File: src/cpnc_pkg.sv
// Shared types for the cluster nearest-centroid block.
// Holds the controller/datapath command and status structs; no dependencies.
package cpnc_pkg;

    localparam int NUM_AXES = 3;

    // Commands from the controller to the datapath
    typedef struct packed {
        logic store;       // take the input beat into the store and the sums
        logic clear;       // drop the cluster state for the next cluster
        logic div_load;    // load sum magnitudes into the dividers
        logic div_step;    // one quotient bit on every axis
        logic cent_load;   // fix signs, latch the centroid, rewind the scan
        logic scan_issue;  // read one stored point into the distance pipe
        logic out_load;    // move the best point to the output register
    } t_cmd;

    // Status from the datapath to the controller
    typedef struct packed {
        logic div_last;    // current step is the final quotient bit
        logic scan_last;   // current issue reads the last stored point
        logic pipe_busy;   // distance pipe still holds points
        logic out_free;    // output register empty or being drained
    } t_status;

endpackage

File: src/cpnc_ctrl.sv
// Sequencer for the cluster nearest-centroid block.
// Uses cpnc_pkg command and status types.
module cpnc_ctrl
    import cpnc_pkg::*;
(
    input  logic    i_clk,
    input  logic    i_rst_n,
    input  logic    i_in_valid,
    input  logic    i_last_point,
    input  t_status i_status,
    output t_cmd    o_cmd,
    output logic    o_in_ready
);

    localparam logic [2:0] ST_LOAD  = 3'd0;
    localparam logic [2:0] ST_DINIT = 3'd1;
    localparam logic [2:0] ST_DIV   = 3'd2;
    localparam logic [2:0] ST_CENT  = 3'd3;
    localparam logic [2:0] ST_SCAN  = 3'd4;
    localparam logic [2:0] ST_DRAIN = 3'd5;
    localparam logic [2:0] ST_DONE  = 3'd6;

    logic [2:0] r_state;
    logic [2:0] n_state;
    logic       w_take;

    assign o_in_ready = (r_state == ST_LOAD);
    assign w_take     = i_in_valid && o_in_ready;

    always_comb begin
        n_state = r_state;
        o_cmd   = '0;
        case (r_state)
            ST_LOAD: begin
                o_cmd.store = w_take;
                if (w_take && i_last_point) begin
                    n_state = ST_DINIT;
                end
            end
            ST_DINIT: begin
                o_cmd.div_load = 1'b1;
                n_state        = ST_DIV;
            end
            ST_DIV: begin
                o_cmd.div_step = 1'b1;
                if (i_status.div_last) begin
                    n_state = ST_CENT;
                end
            end
            ST_CENT: begin
                o_cmd.cent_load = 1'b1;
                n_state         = ST_SCAN;
            end
            ST_SCAN: begin
                o_cmd.scan_issue = 1'b1;
                if (i_status.scan_last) begin
                    n_state = ST_DRAIN;
                end
            end
            ST_DRAIN: begin
                if (!i_status.pipe_busy) begin
                    n_state = ST_DONE;
                end
            end
            ST_DONE: begin
                if (i_status.out_free) begin
                    o_cmd.out_load = 1'b1;
                    o_cmd.clear    = 1'b1;
                    n_state        = ST_LOAD;
                end
            end
            default: begin
                n_state = ST_LOAD;
            end
        endcase
    end

    always_ff @(posedge i_clk) begin
        if (!i_rst_n) begin
            r_state <= ST_LOAD;
        end else begin
            r_state <= n_state;
        end
    end

endmodule

File: config.mk
export PLATFORM = sky130hd
export DESIGN_NAME = cpnc_ctrl
export DESIGN_NICKNAME = d
export VERILOG_FILES = /design/src/cpnc_pkg.sv /design/src/cpnc_ctrl.sv
export SDC_FILE = /design/constraint.sdc
export NUM_CORES = 1
export LEC_CHECK = 0
export BUFFER_PORTS_ARGS = -buffer_cell sky130_fd_sc_hd__buf_4
export CORE_AREA = 4 4 41 43
export DETAILED_ROUTE_END_ITERATION = 7
export DIE_AREA = 0 0 45 47
export PLACE_DENSITY = 0.42
export SYNTH_ARGS = -nofsm -noshare
export SYNTH_HDL_FRONTEND = slang
export SYNTH_SLANG_ARGS = --single-unit
File: constraint.sdc
create_clock -name i_clk -period 3.2 [get_ports i_clk]
set_input_delay 0.64 -clock i_clk [delete_from_list [all_inputs] [get_ports i_clk]]
set_output_delay 0.64 -clock i_clk [all_outputs]
set_load 0.01 [all_outputs]
Word-level counts from Yosys, hierarchy flattened
Cells that the tools add are included.

storage, ports and cells
  output and inout port bits = 8
  logic and storage cells = 29
  flip-flop bits (word level) = 3
  input bits = 8

operators by class
  equal/unequal tests = 11
  multiplexer cells = 13
  reductions and logical operators = 4

operator list
  operator                                                number
  case mux 3 bit (7 select lines)                         1
  two-way mux 3 bit                                       5
  == test 3 bit (second input constant)                   3
  inequality test 2 bit (second input constant)           4
  two-way mux 1 bit                                       7
  == test 3 x 2 -> 1 bit (second input constant)          2
  AND reduction 5 bit                                     1
  == test 3 x 1 -> 1 bit (second input constant)          1
  zero test 3 bit                                         1
  logical AND 1 bit                                       2
  inequality test 2 x 1 -> 1 bit (second input constant)  1

Depth between registers and ports, before layout
Gate-level depths: netlist of run 1.

  word-level depth = 5
  gate-level depth with buffers = 4
  depth with buffers taken out = 3

Worst setup path before layout of run 1
OpenSTA, ideal clock, no wires.

  path type = in2out
  from = in i_status[0] in the netlist's numbering
  to = out o_cmd[5] in the netlist's numbering
  data required time = 2.560 ns
  buffers on the path = 1
  arrival time = 1.031 ns
  cell stages on the path = 2
  setup slack = 1.529 ns
  path through = and4b_1 > buf_4

RTL lines
  item                line             text
  start: declaration  cpnc_ctrl.sv:10  input t_status i_status,
  end: declaration    cpnc_ctrl.sv:11  output t_cmd o_cmd,

==> results of run 1 <==
[metal layers]
| metal | up-vias | global-route usage, % |
|---|---|---|
| met5 | - | 0 |
| met4 | 0 | 8.77 |
| met3 | 0 | 1.92 |
| met2 | 9 | 7.91 |
| met1 | 98 | 6.82 |
| li1 | 125 | - |
[worst paths after layout]
path	end	slack, ns	cells after the start
hold / removal	r_state[1]	0.60	2
setup / recovery	o_cmd[3]	1.39	2
setup reg to reg	r_state[0]	2.02	3
hold reg to reg	r_state[1]	0.60	2
[synthesized netlist by cell type]
cell type	number	area (µm²)
nand3b_1	2	15.0
and2_1	1	6.26
buf_6	1	11.3
and4b_1	1	10.0
nor2b_1	1	6.26
nor3_1	1	5.00
o21ai_0	1	5.00
a221o_1	1	10.0
nor3b_1	3	22.5
a21boi_0	1	7.51
nand3b_4	1	20.0
buf_4	1	7.51
dfxtp_1	3	60.1
nand2_1	3	11.3
and3b_2	1	10.0
a21oi_1	2	10.0
buf_2	2	10.0
a21boi_2	1	11.3
[worst min-delay path: stages (launching register included)]
cell      delay, ns
dfxtp_1        0.37
nand3b_1       0.11
a21boi_0       0.07
[area by class of cell]
cell class / instances / area share [%]
Multi-Input combinational cell: 20 / 40.8
Timing Repair Buffer: 15 / 30.6
Sequential cell: 3 / 16.3
Clock buffer: 4 / 7.14
Tap cell: 15 / 5.10
[report_power, final]
group          internal (µW)  leakage (µW)  switching (µW)  total (µW)
Combinational           30.6      0.000128            18.8        49.4
Clock                   46.6     0.0000150            18.2        64.8
Sequential              41.8     0.0000245            9.29        51.1
Total                    119      0.000167            46.3         165
[cell families (layout without fill, tap and decap cells)]
kind of cell    count (synthesis)  count (layout)  synth area share [%]
simple gates                   14              14                  44.5
flops                           3               3                  25.1
buf+inv                         4              19                  12.0
compound gates                  6               6                  18.3
[per-stage QoR]
stage          cell area [µm²]  hold WS (ns)  power (µW)
6_report                   368         0.604         165
5_1_grt                    368         0.666         177
4_1_cts                    368         0.609         170
3_5_place_dp               342         0.604         101
3_3_place_gp               342         0.600         101
2_1_floorplan              239         0.602        78.8
==> key figures, run 1 <==
Finish
  • Fin util: 28.3%
  • Area occupied by multi-input gates: 150 µm²
  • Final Non-Filler Cells: 57
  • # nets final: 51
  • Sequential cell area: 60.1 µm²
  • Commonest cells after routing, fill and taps aside: 15 x buf_4, 3 x nor3b_1, 3 x nand2_1, 3 x clkbuf_4, 3 x dfxtp_1
  • Number of flip-flops under the largest register name: 3
  • Largest registers: r_state (3)
  • Area delta synth->final: 53.9%
  • Most common cell after layout, fill and taps aside: buf_4
  • Top reg by flops: r_state
  • Fill cells: 151
  • Antenna fix cells: 0
  • Share of post-route cells with drive strength above 1: 50.0%

Yosys
  • Syn nets: 35
  • FF+latch count, synth: 3
  • Synth warn: 0
  • Post-Synthesis Cell Area: 239 µm²
  • Number of library cell types mapped by synthesis: 18
  • Syn Area/Cell: 8.85 µm²
  • Register area share after synthesis: ~25%
  • Cells after Synth: 27

Floorplanning
  • Width of the die: 45 µm
  • Vert. Die Dim: 47 µm
  • Starting Density: about 18%
  • Core area: 1300 µm²
  • Num ports: 16
  • Die area: 2120 µm²
  • # rows: 13

Placement
  • PortBufs: 15
  • Gpl congestion: a little under 0.7
  • Pre-CTS WS: 1.46 ns
  • Placed cell count: 53

Timing
  • RSZ-0062 raised after global routing: false
  • Worst Tran Pin Value: 0.320 ns
  • Final Hold Viols: 0
  • Slew Limit Fails: 0
  • Worst Slack Setup Final: approximately 1.4 ns
  • Fmax: 554 MHz
  • Slew margin rel.: 78.7%
  • Worst Skew: 0.00213 ns
  • Setup TNS: 0 ns
  • Final setup violation count: 0
  • Minimum clock period: 1.81 ns
  • Period utilization: around 56%

Setup path
  • Worst EP arrival: 1.17 ns
  • CP Capture Type: primary output
  • Required @ worst endpoint: 2.56 ns
  • Slowest CP cell: dfxtp_1
  • Slowest stage delay, CP: 0.46 ns
  • Crit path kind: reg -> out
  • Max FO, Critical Path: 10
  • Reg2reg start: r_state[2]
  • CP startpoint kind: register
  • CP cell instances: nor3b_1, buf_4
  • Setup crit start: r_state[1]
  • Top Family by Delay on Critical Path: flip-flops
  • Worst path buffer plus inverter count: 1

Clock network
  • Worst-path clk slew: about 0.030 ns
  • Worst skew pair latency: around 0.23 ns
  • Total CTS buffers: 3
  • Sinks on Clock Net: 3
  • CTS tree: yes
  • Hold buffers post-CTS: 0
  • Post-CTS Setup Bufs: 0
  • Resize count post-CTS: 0
  • H-tree Lvls: 1
  • Root buf cell: clkbuf_4
  • Clk buf depth: 2

Run
  • Total of max-cap violations: 0

GRT
  • Total grt overflow: 0
  • Initial antenna violation count: 0
  • First-pass GRT wire length: 883 µm
  • GRT Util Overall: 6.16%
  • Pin count of the biggest net entering global routing: 12
  • Vias in the first global route: 223

Power and ir drop
  • Power Density: around 450 nW/µm²
  • Max VDD drop: ~0.00014 V
  • Static leakage: 0.000167 µW

Detailed routing
  • Post-route ant nets: 0
  • Max Used Layer: met3
  • Wirelength per Cell: 9.68 µm
  • First-pass DRT Iterations: 1
  • Met2 WL: about 250 µm
  • Initial drt markers: 0
  • WL met3: approximately 65 µm
  • Routed vias/inst: 4.07
  • DRC: 0
  • Via count: 232
  • Routed WL: 552 µm
  • M1 wire length: 232 µm

Worst hold path
  • Worst Hold Class: reg -> reg
  • Hold wc startpoint: r_state[1]

Outcome
  • Outcome: completed
Note: power is estimated with default switching activity, not from simulation.
==> inputs of run 2 (changes only) <==
clock period = 1.7 ns   (was 3.2 ns; I/O delays follow)
==> run 2 against run 1 <==
Final area did not move. Combinational power rose by 91%. Worst setup slack got worse by 1.2 ns. Via count rose by 5.2%. First-iteration DRC count rose by 2. Non-clock buffer count did not move. Clock power rose by 93%. Sequential share of layout area did not move. Sequential power rose by 88%. Total power rose by 91%.
==> key figures, run 2 (synthesis results as in run 1) <==
Outcome
  • Outcome: completed

Placement
  • PortBufs: 15 (unchanged)
  • Placed cell count: 53 (unchanged)
  • Gpl congestion: 0.678 (+0.85%)
  • DP HPWL: 448 µm

Setup path
  • Required @ worst endpoint: 1.36 ns (-1.20 ns)
  • Max FO, Critical Path: 10 (unchanged)
  • Crit path kind: reg -> out
  • CP Capture Type: primary output
  • Worst EP arrival: 1.19 ns (+0.02 ns)
  • CP startpoint kind: register

Detailed routing
  • First-pass DRT Iterations: 4 (+3)
  • Wirelength per Cell: 10.5 µm (+8.5%)
  • DRC: 0 (unchanged)
  • Initial drt markers: 2 (+2)
  • Routed WL: 599 µm (+8.5%)
  • Post-route ant nets: 0 (unchanged)
  • Via count: 244 (+5.2%)
  • Routed vias/inst: 4.28 (+5.2%)

Clock network
  • Root buf cell: clkbuf_4
  • Total CTS buffers: 3 (unchanged)
  • Worst-path clk slew: 0.04 ns (about the same)
  • Resize count post-CTS: 0 (unchanged)
  • CTS tree: yes
  • Worst skew pair latency: 0.23 ns (about the same)
  • Post-CTS Setup Bufs: 0 (unchanged)
  • Sinks on Clock Net: 3 (unchanged)
  • H-tree Lvls: 1 (unchanged)
  • Clk buf depth: 2 (unchanged)
  • Hold buffers post-CTS: 0 (unchanged)

Finish
  • Area delta synth->final: 53.9% (unchanged)
  • Number of flip-flops under the largest register name: 3 (unchanged)
  • Commonest cells after routing, fill and taps aside: 15 x buf_4, 3 x nor3b_1, 3 x nand2_1, 3 x clkbuf_4, 3 x dfxtp_1
  • Most common cell after layout, fill and taps aside: buf_4
  • # nets final: 51 (unchanged)
  • Final Non-Filler Cells: 57 (unchanged)
  • Share of post-route cells with drive strength above 1: 50.0% (unchanged)
  • Top reg by flops: r_state
  • Antenna fix cells: 0 (unchanged)
  • Largest registers: r_state (3)

Timing
  • Setup TNS: 0 ns (unchanged)
  • Slew Limit Fails: 0 (unchanged)
  • Worst Tran Pin Value: 0.301 ns (-0.0191 ns)
  • Period utilization: 89.8%
  • Worst Skew: 0.00104 ns (-0.00109 ns)
  • RSZ-0062 raised after global routing: false
  • Minimum clock period: between 1.5 and 2 ns
  • Fmax: 655 MHz
  • Final setup violation count: 0 (unchanged)
  • Final Hold Viols: 0 (unchanged)
  • Slew margin rel.: 79.9% (+1.3 points)

Worst hold path
  • Worst Hold Class: in -> reg

Floorplanning
  • Width of the die: 45 µm (unchanged)
  • Num ports: 16 (unchanged)
  • Core area: 1300 µm² (unchanged)
  • Die area: 2120 µm² (unchanged)
  • # rows: 13 (unchanged)
  • Starting Density: 18.4% (unchanged)
  • Vert. Die Dim: 47 µm (unchanged)

GRT
  • Pin count of the biggest net entering global routing: 12 (unchanged)
  • First-pass GRT wire length: 979 µm (+11%)
  • Vias in the first global route: 240 (+7.6%)
  • GRT Util Overall: 6.63% (+0.47 points)
  • Initial antenna violation count: 0 (unchanged)
  • Total grt overflow: 0 (unchanged)

Power and ir drop
  • Power Density: 857 nW/µm² (+91%)
  • Static leakage: 0.000167 µW (unchanged)
  • Max VDD drop: 0.000324 V (+130%)

Run
  • Total of max-cap violations: 0 (unchanged)
-- run 2: where the power goes --
part	total, µW	switching, µW	leakage [µW]	internal [µW]
Clock	125	36.6	0.0000150	87.9
Combinational	94.5	36.8	0.000128	57.7
Sequential	96.2	17.6	0.0000245	78.6
Total	315	91.0	0.000167	224
-- run 2: area by class of cell --
cell class,count,area (µm²)
clock buffer,4,26.3
fill,152,933
multi-input combinational,20,150
sequential,3,60.1
tap,15,18.8
timing repair buffer,15,113
-- run 2: worst paths after layout --
path / slack (ns) / depth (start not counted) / from / end
min reg2reg: 0.62 / 2 / r_state[1] / r_state[1]
max reg2reg: 0.53 / 3 / r_state[2] / r_state[0]
max: 0.17 / 2 / r_state[1] / o_cmd[3]
min: 0.34 / 2 / i_rst_n / r_state[2]
-- run 2: stage by stage --
stage / util [%] / power [µW] / instance area, µm² / setup WS, ns / hold slack [ns]
finish: 28.3 / 315 / 368 / 0.173 / 0.340
global route: 28.3 / 338 / 368 / 0.0738 / 0.350
CTS: 28.3 / 323 / 368 / 0.169 / 0.335
detailed placement: 26.3 / 192 / 342 / 0.436 / 0.580
global placement: 26.3 / 191 / 342 / 0.454 / 0.578
floorplan: - / 148 / 239 / 0.349 / 0.468
-- run 2: worst max-delay path, stage by stage, from the launching register on --
cell and delay (ns):
dfxtp_1 0.47, nor3b_1 0.31, buf_4 0.18
-- run 2: routing by layer --
layer	GRT usage (%)	vias up	routed length (µm)
li1	-	127	-
met3	3.45	2	64
met4	7.02	0	9
met2	9.32	9	277
met5	0	-	0
met1	6.80	106	247
==> inputs of run 3 (changes only) <==
MAX_ROUTING_LAYER = met4   (was default)
==> run 3 against run 2 <==
Global-route usage is 0.22 points higher. Clock-buffer cell count stayed put. Worst setup slack worse by 0.0034 ns. First-iteration DRC count did not move. Critical path type unchanged.
==> key figures, run 3 (synthesis results as in run 1) <==
Power and ir drop
  • Clk pwr share: 39.4% (about the same)
  • Power Density: 857 nW/µm² (about the same)
  • Sequential Power Share: 30.5% (about the same)
  • Max VDD drop: 0.000324 V (about the same)
  • Cell internal pwr: 224 µW (about the same)
  • Static leakage: 0.000167 µW (unchanged)
  • Switch Pwr: 90.9 µW (-0.15%)
  • Overall power: 315 µW (about the same)
  • Sw Ratio: 28.8% (-0.031 points)
  • Comb power frac: 30.0% (about the same)

Placement
  • PortBufs: 15 (unchanged)
  • Gpl congestion: 0.685 (+1.0%)
  • DP Area: 342 µm² (unchanged)
  • DP HPWL: 448 µm (unchanged)

Detailed routing
  • Routed WL: 597 µm (-0.33%)
  • First-pass DRT Iterations: 4 (unchanged)
  • Initial drt markers: 2 (unchanged)
  • Wirelength per Cell: 10.5 µm (-0.33%)
  • Routed vias/inst: 4.25 (-0.82%)
  • Post-route ant nets: 0 (unchanged)
  • Via count: 242 (-0.82%)
  • DRC: 0 (unchanged)

Timing
  • Slew Limit Fails: 0 (unchanged)
  • Worst Skew: 0.00132 ns (+0.000283 ns)
  • Final Hold Viols: 0 (unchanged)
  • Period utilization: 90.0% (+0.20 points)
  • Setup TNS: 0 ns (unchanged)
  • Worst Tran Pin Value: 0.301 ns (+0.000000596 ns)
  • Minimum clock period: 1.53 ns (+0.00341 ns)
  • Fmax: 653 MHz (-0.22%)
  • Slew margin rel.: 79.9% (unchanged)
  • RSZ-0062 raised after global routing: false
  • Final setup violation count: 0 (unchanged)

Worst hold path
  • Worst Hold Class: in -> reg

GRT
  • Vias in the first global route: 241 (+0.42%)
  • GRT Util Overall: 6.85% (+0.22 points)
  • Pin count of the biggest net entering global routing: 12 (unchanged)
  • Total grt overflow: 0 (unchanged)
  • Initial antenna violation count: 0 (unchanged)
  • First-pass GRT wire length: 979 µm (unchanged)

Clock network
  • Root buf cell: clkbuf_4
  • Post-CTS Setup Bufs: 0 (unchanged)
  • Clk buf depth: 2 (unchanged)
  • Total CTS buffers: 3 (unchanged)
  • CTS tree: yes
  • Worst skew pair latency: 0.23 ns (about the same)
  • H-tree Lvls: 1 (unchanged)
  • Sinks on Clock Net: 3 (unchanged)
  • Resize count post-CTS: 0 (unchanged)
  • Worst-path clk slew: 0.04 ns (about the same)
  • Hold buffers post-CTS: 0 (unchanged)

Finish
  • # nets final: 51 (unchanged)
  • Final Cell Area: 368 µm² (unchanged)
  • Number of flip-flops under the largest register name: 3 (unchanged)
  • Commonest cells after routing, fill and taps aside: 15 x buf_4, 3 x nor3b_1, 3 x nand2_1, 3 x clkbuf_4, 3 x dfxtp_1
  • Sequential cell area: 60.1 µm² (unchanged)
  • Fin util: 28.3% (unchanged)
  • Share of post-route cells with drive strength above 1: 50.0% (unchanged)
  • Area delta synth->final: 53.9% (unchanged)
  • Antenna fix cells: 0 (unchanged)
  • Area occupied by multi-input gates: 150 µm² (unchanged)
  • Fill cells: 152 (unchanged)
  • Largest registers: r_state (3)
  • Top reg by flops: r_state
  • Most common cell after layout, fill and taps aside: buf_4

Floorplanning
  • Starting Density: 18.4% (unchanged)
  • Vert. Die Dim: 47 µm (unchanged)
  • Num ports: 16 (unchanged)
  • # rows: 13 (unchanged)
  • Width of the die: 45 µm (unchanged)
  • Core area: 1300 µm² (unchanged)
  • Die area: 2120 µm² (unchanged)

Setup path
  • CP startpoint kind: register
  • Worst EP arrival: 1.19 ns (about the same)
  • CP Capture Type: primary output
  • Max FO, Critical Path: 10 (unchanged)
  • R2R Setup Slk: 0.53 ns (about the same)
  • Required @ worst endpoint: 1.36 ns (about the same)
  • Crit path kind: reg -> out

Run
  • Total of max-cap violations: 0 (unchanged)

Outcome
  • Outcome: completed
-- run 3: cell counts in the layout (fill, tap and decap cells not counted) --
No cell type changed its count.
-- run 3: area by class of cell --
| type | instances | share of cell area, % |
|---|---|---|
| multi-input cells | 20 | 40.8 |
| repair buffers | 15 | 30.6 |
| flip-flops and latches | 3 | 16.3 |
| clock buffers | 4 | 7.14 |
| well taps | 15 | 5.10 |
-- run 3: power by group through the flow --
stage                     registers [µW]  clock network (µW)  logic, µW
after detailed placement            96.7                   0       95.2
final                               96.2                 124       94.6
after CTS                           95.6                 131       96.2
after global placement              95.5                   0       95.2
after floorplan                     81.3                   0       67.0
after global routing                98.4                 137        103
-- run 3: stage by stage --
step	hold slack, ns	worst slack [ns]	cells
floorplan	0.468	0.349	27
global placement	0.578	0.454	53
detailed placement	0.580	0.436	53
CTS	0.335	0.169	57
global route	0.350	0.0738	57
finish	0.340	0.169	57
-- run 3: path summary, 6_finish.rpt --
path / to / cells past startpoint / start
max: o_cmd[3] / 2 / r_state[1]
min: r_state[2] / 2 / i_rst_n
min reg2reg: r_state[1] / 2 / r_state[1]
max reg2reg: r_state[0] / 3 / r_state[2]
-- run 3: worst max-delay path: stages, from the launching register on --
cell	delay, ns
dfxtp_1	0.47
nor3b_1	0.31
buf_4	0.18
-- run 3: metal layers --
metal | share of wire [%] | track usage (%) | vias up | routed length, µm
met3 | 10 | 3.07 | 0 | 62
met2 | 48 | 9.32 | 9 | 284
li1 | - | - | 127 | -
met1 | 42 | 7.03 | 106 | 250
met5 | 0 | - | - | 0
met4 | 0 | 7.02 | 0 | 0
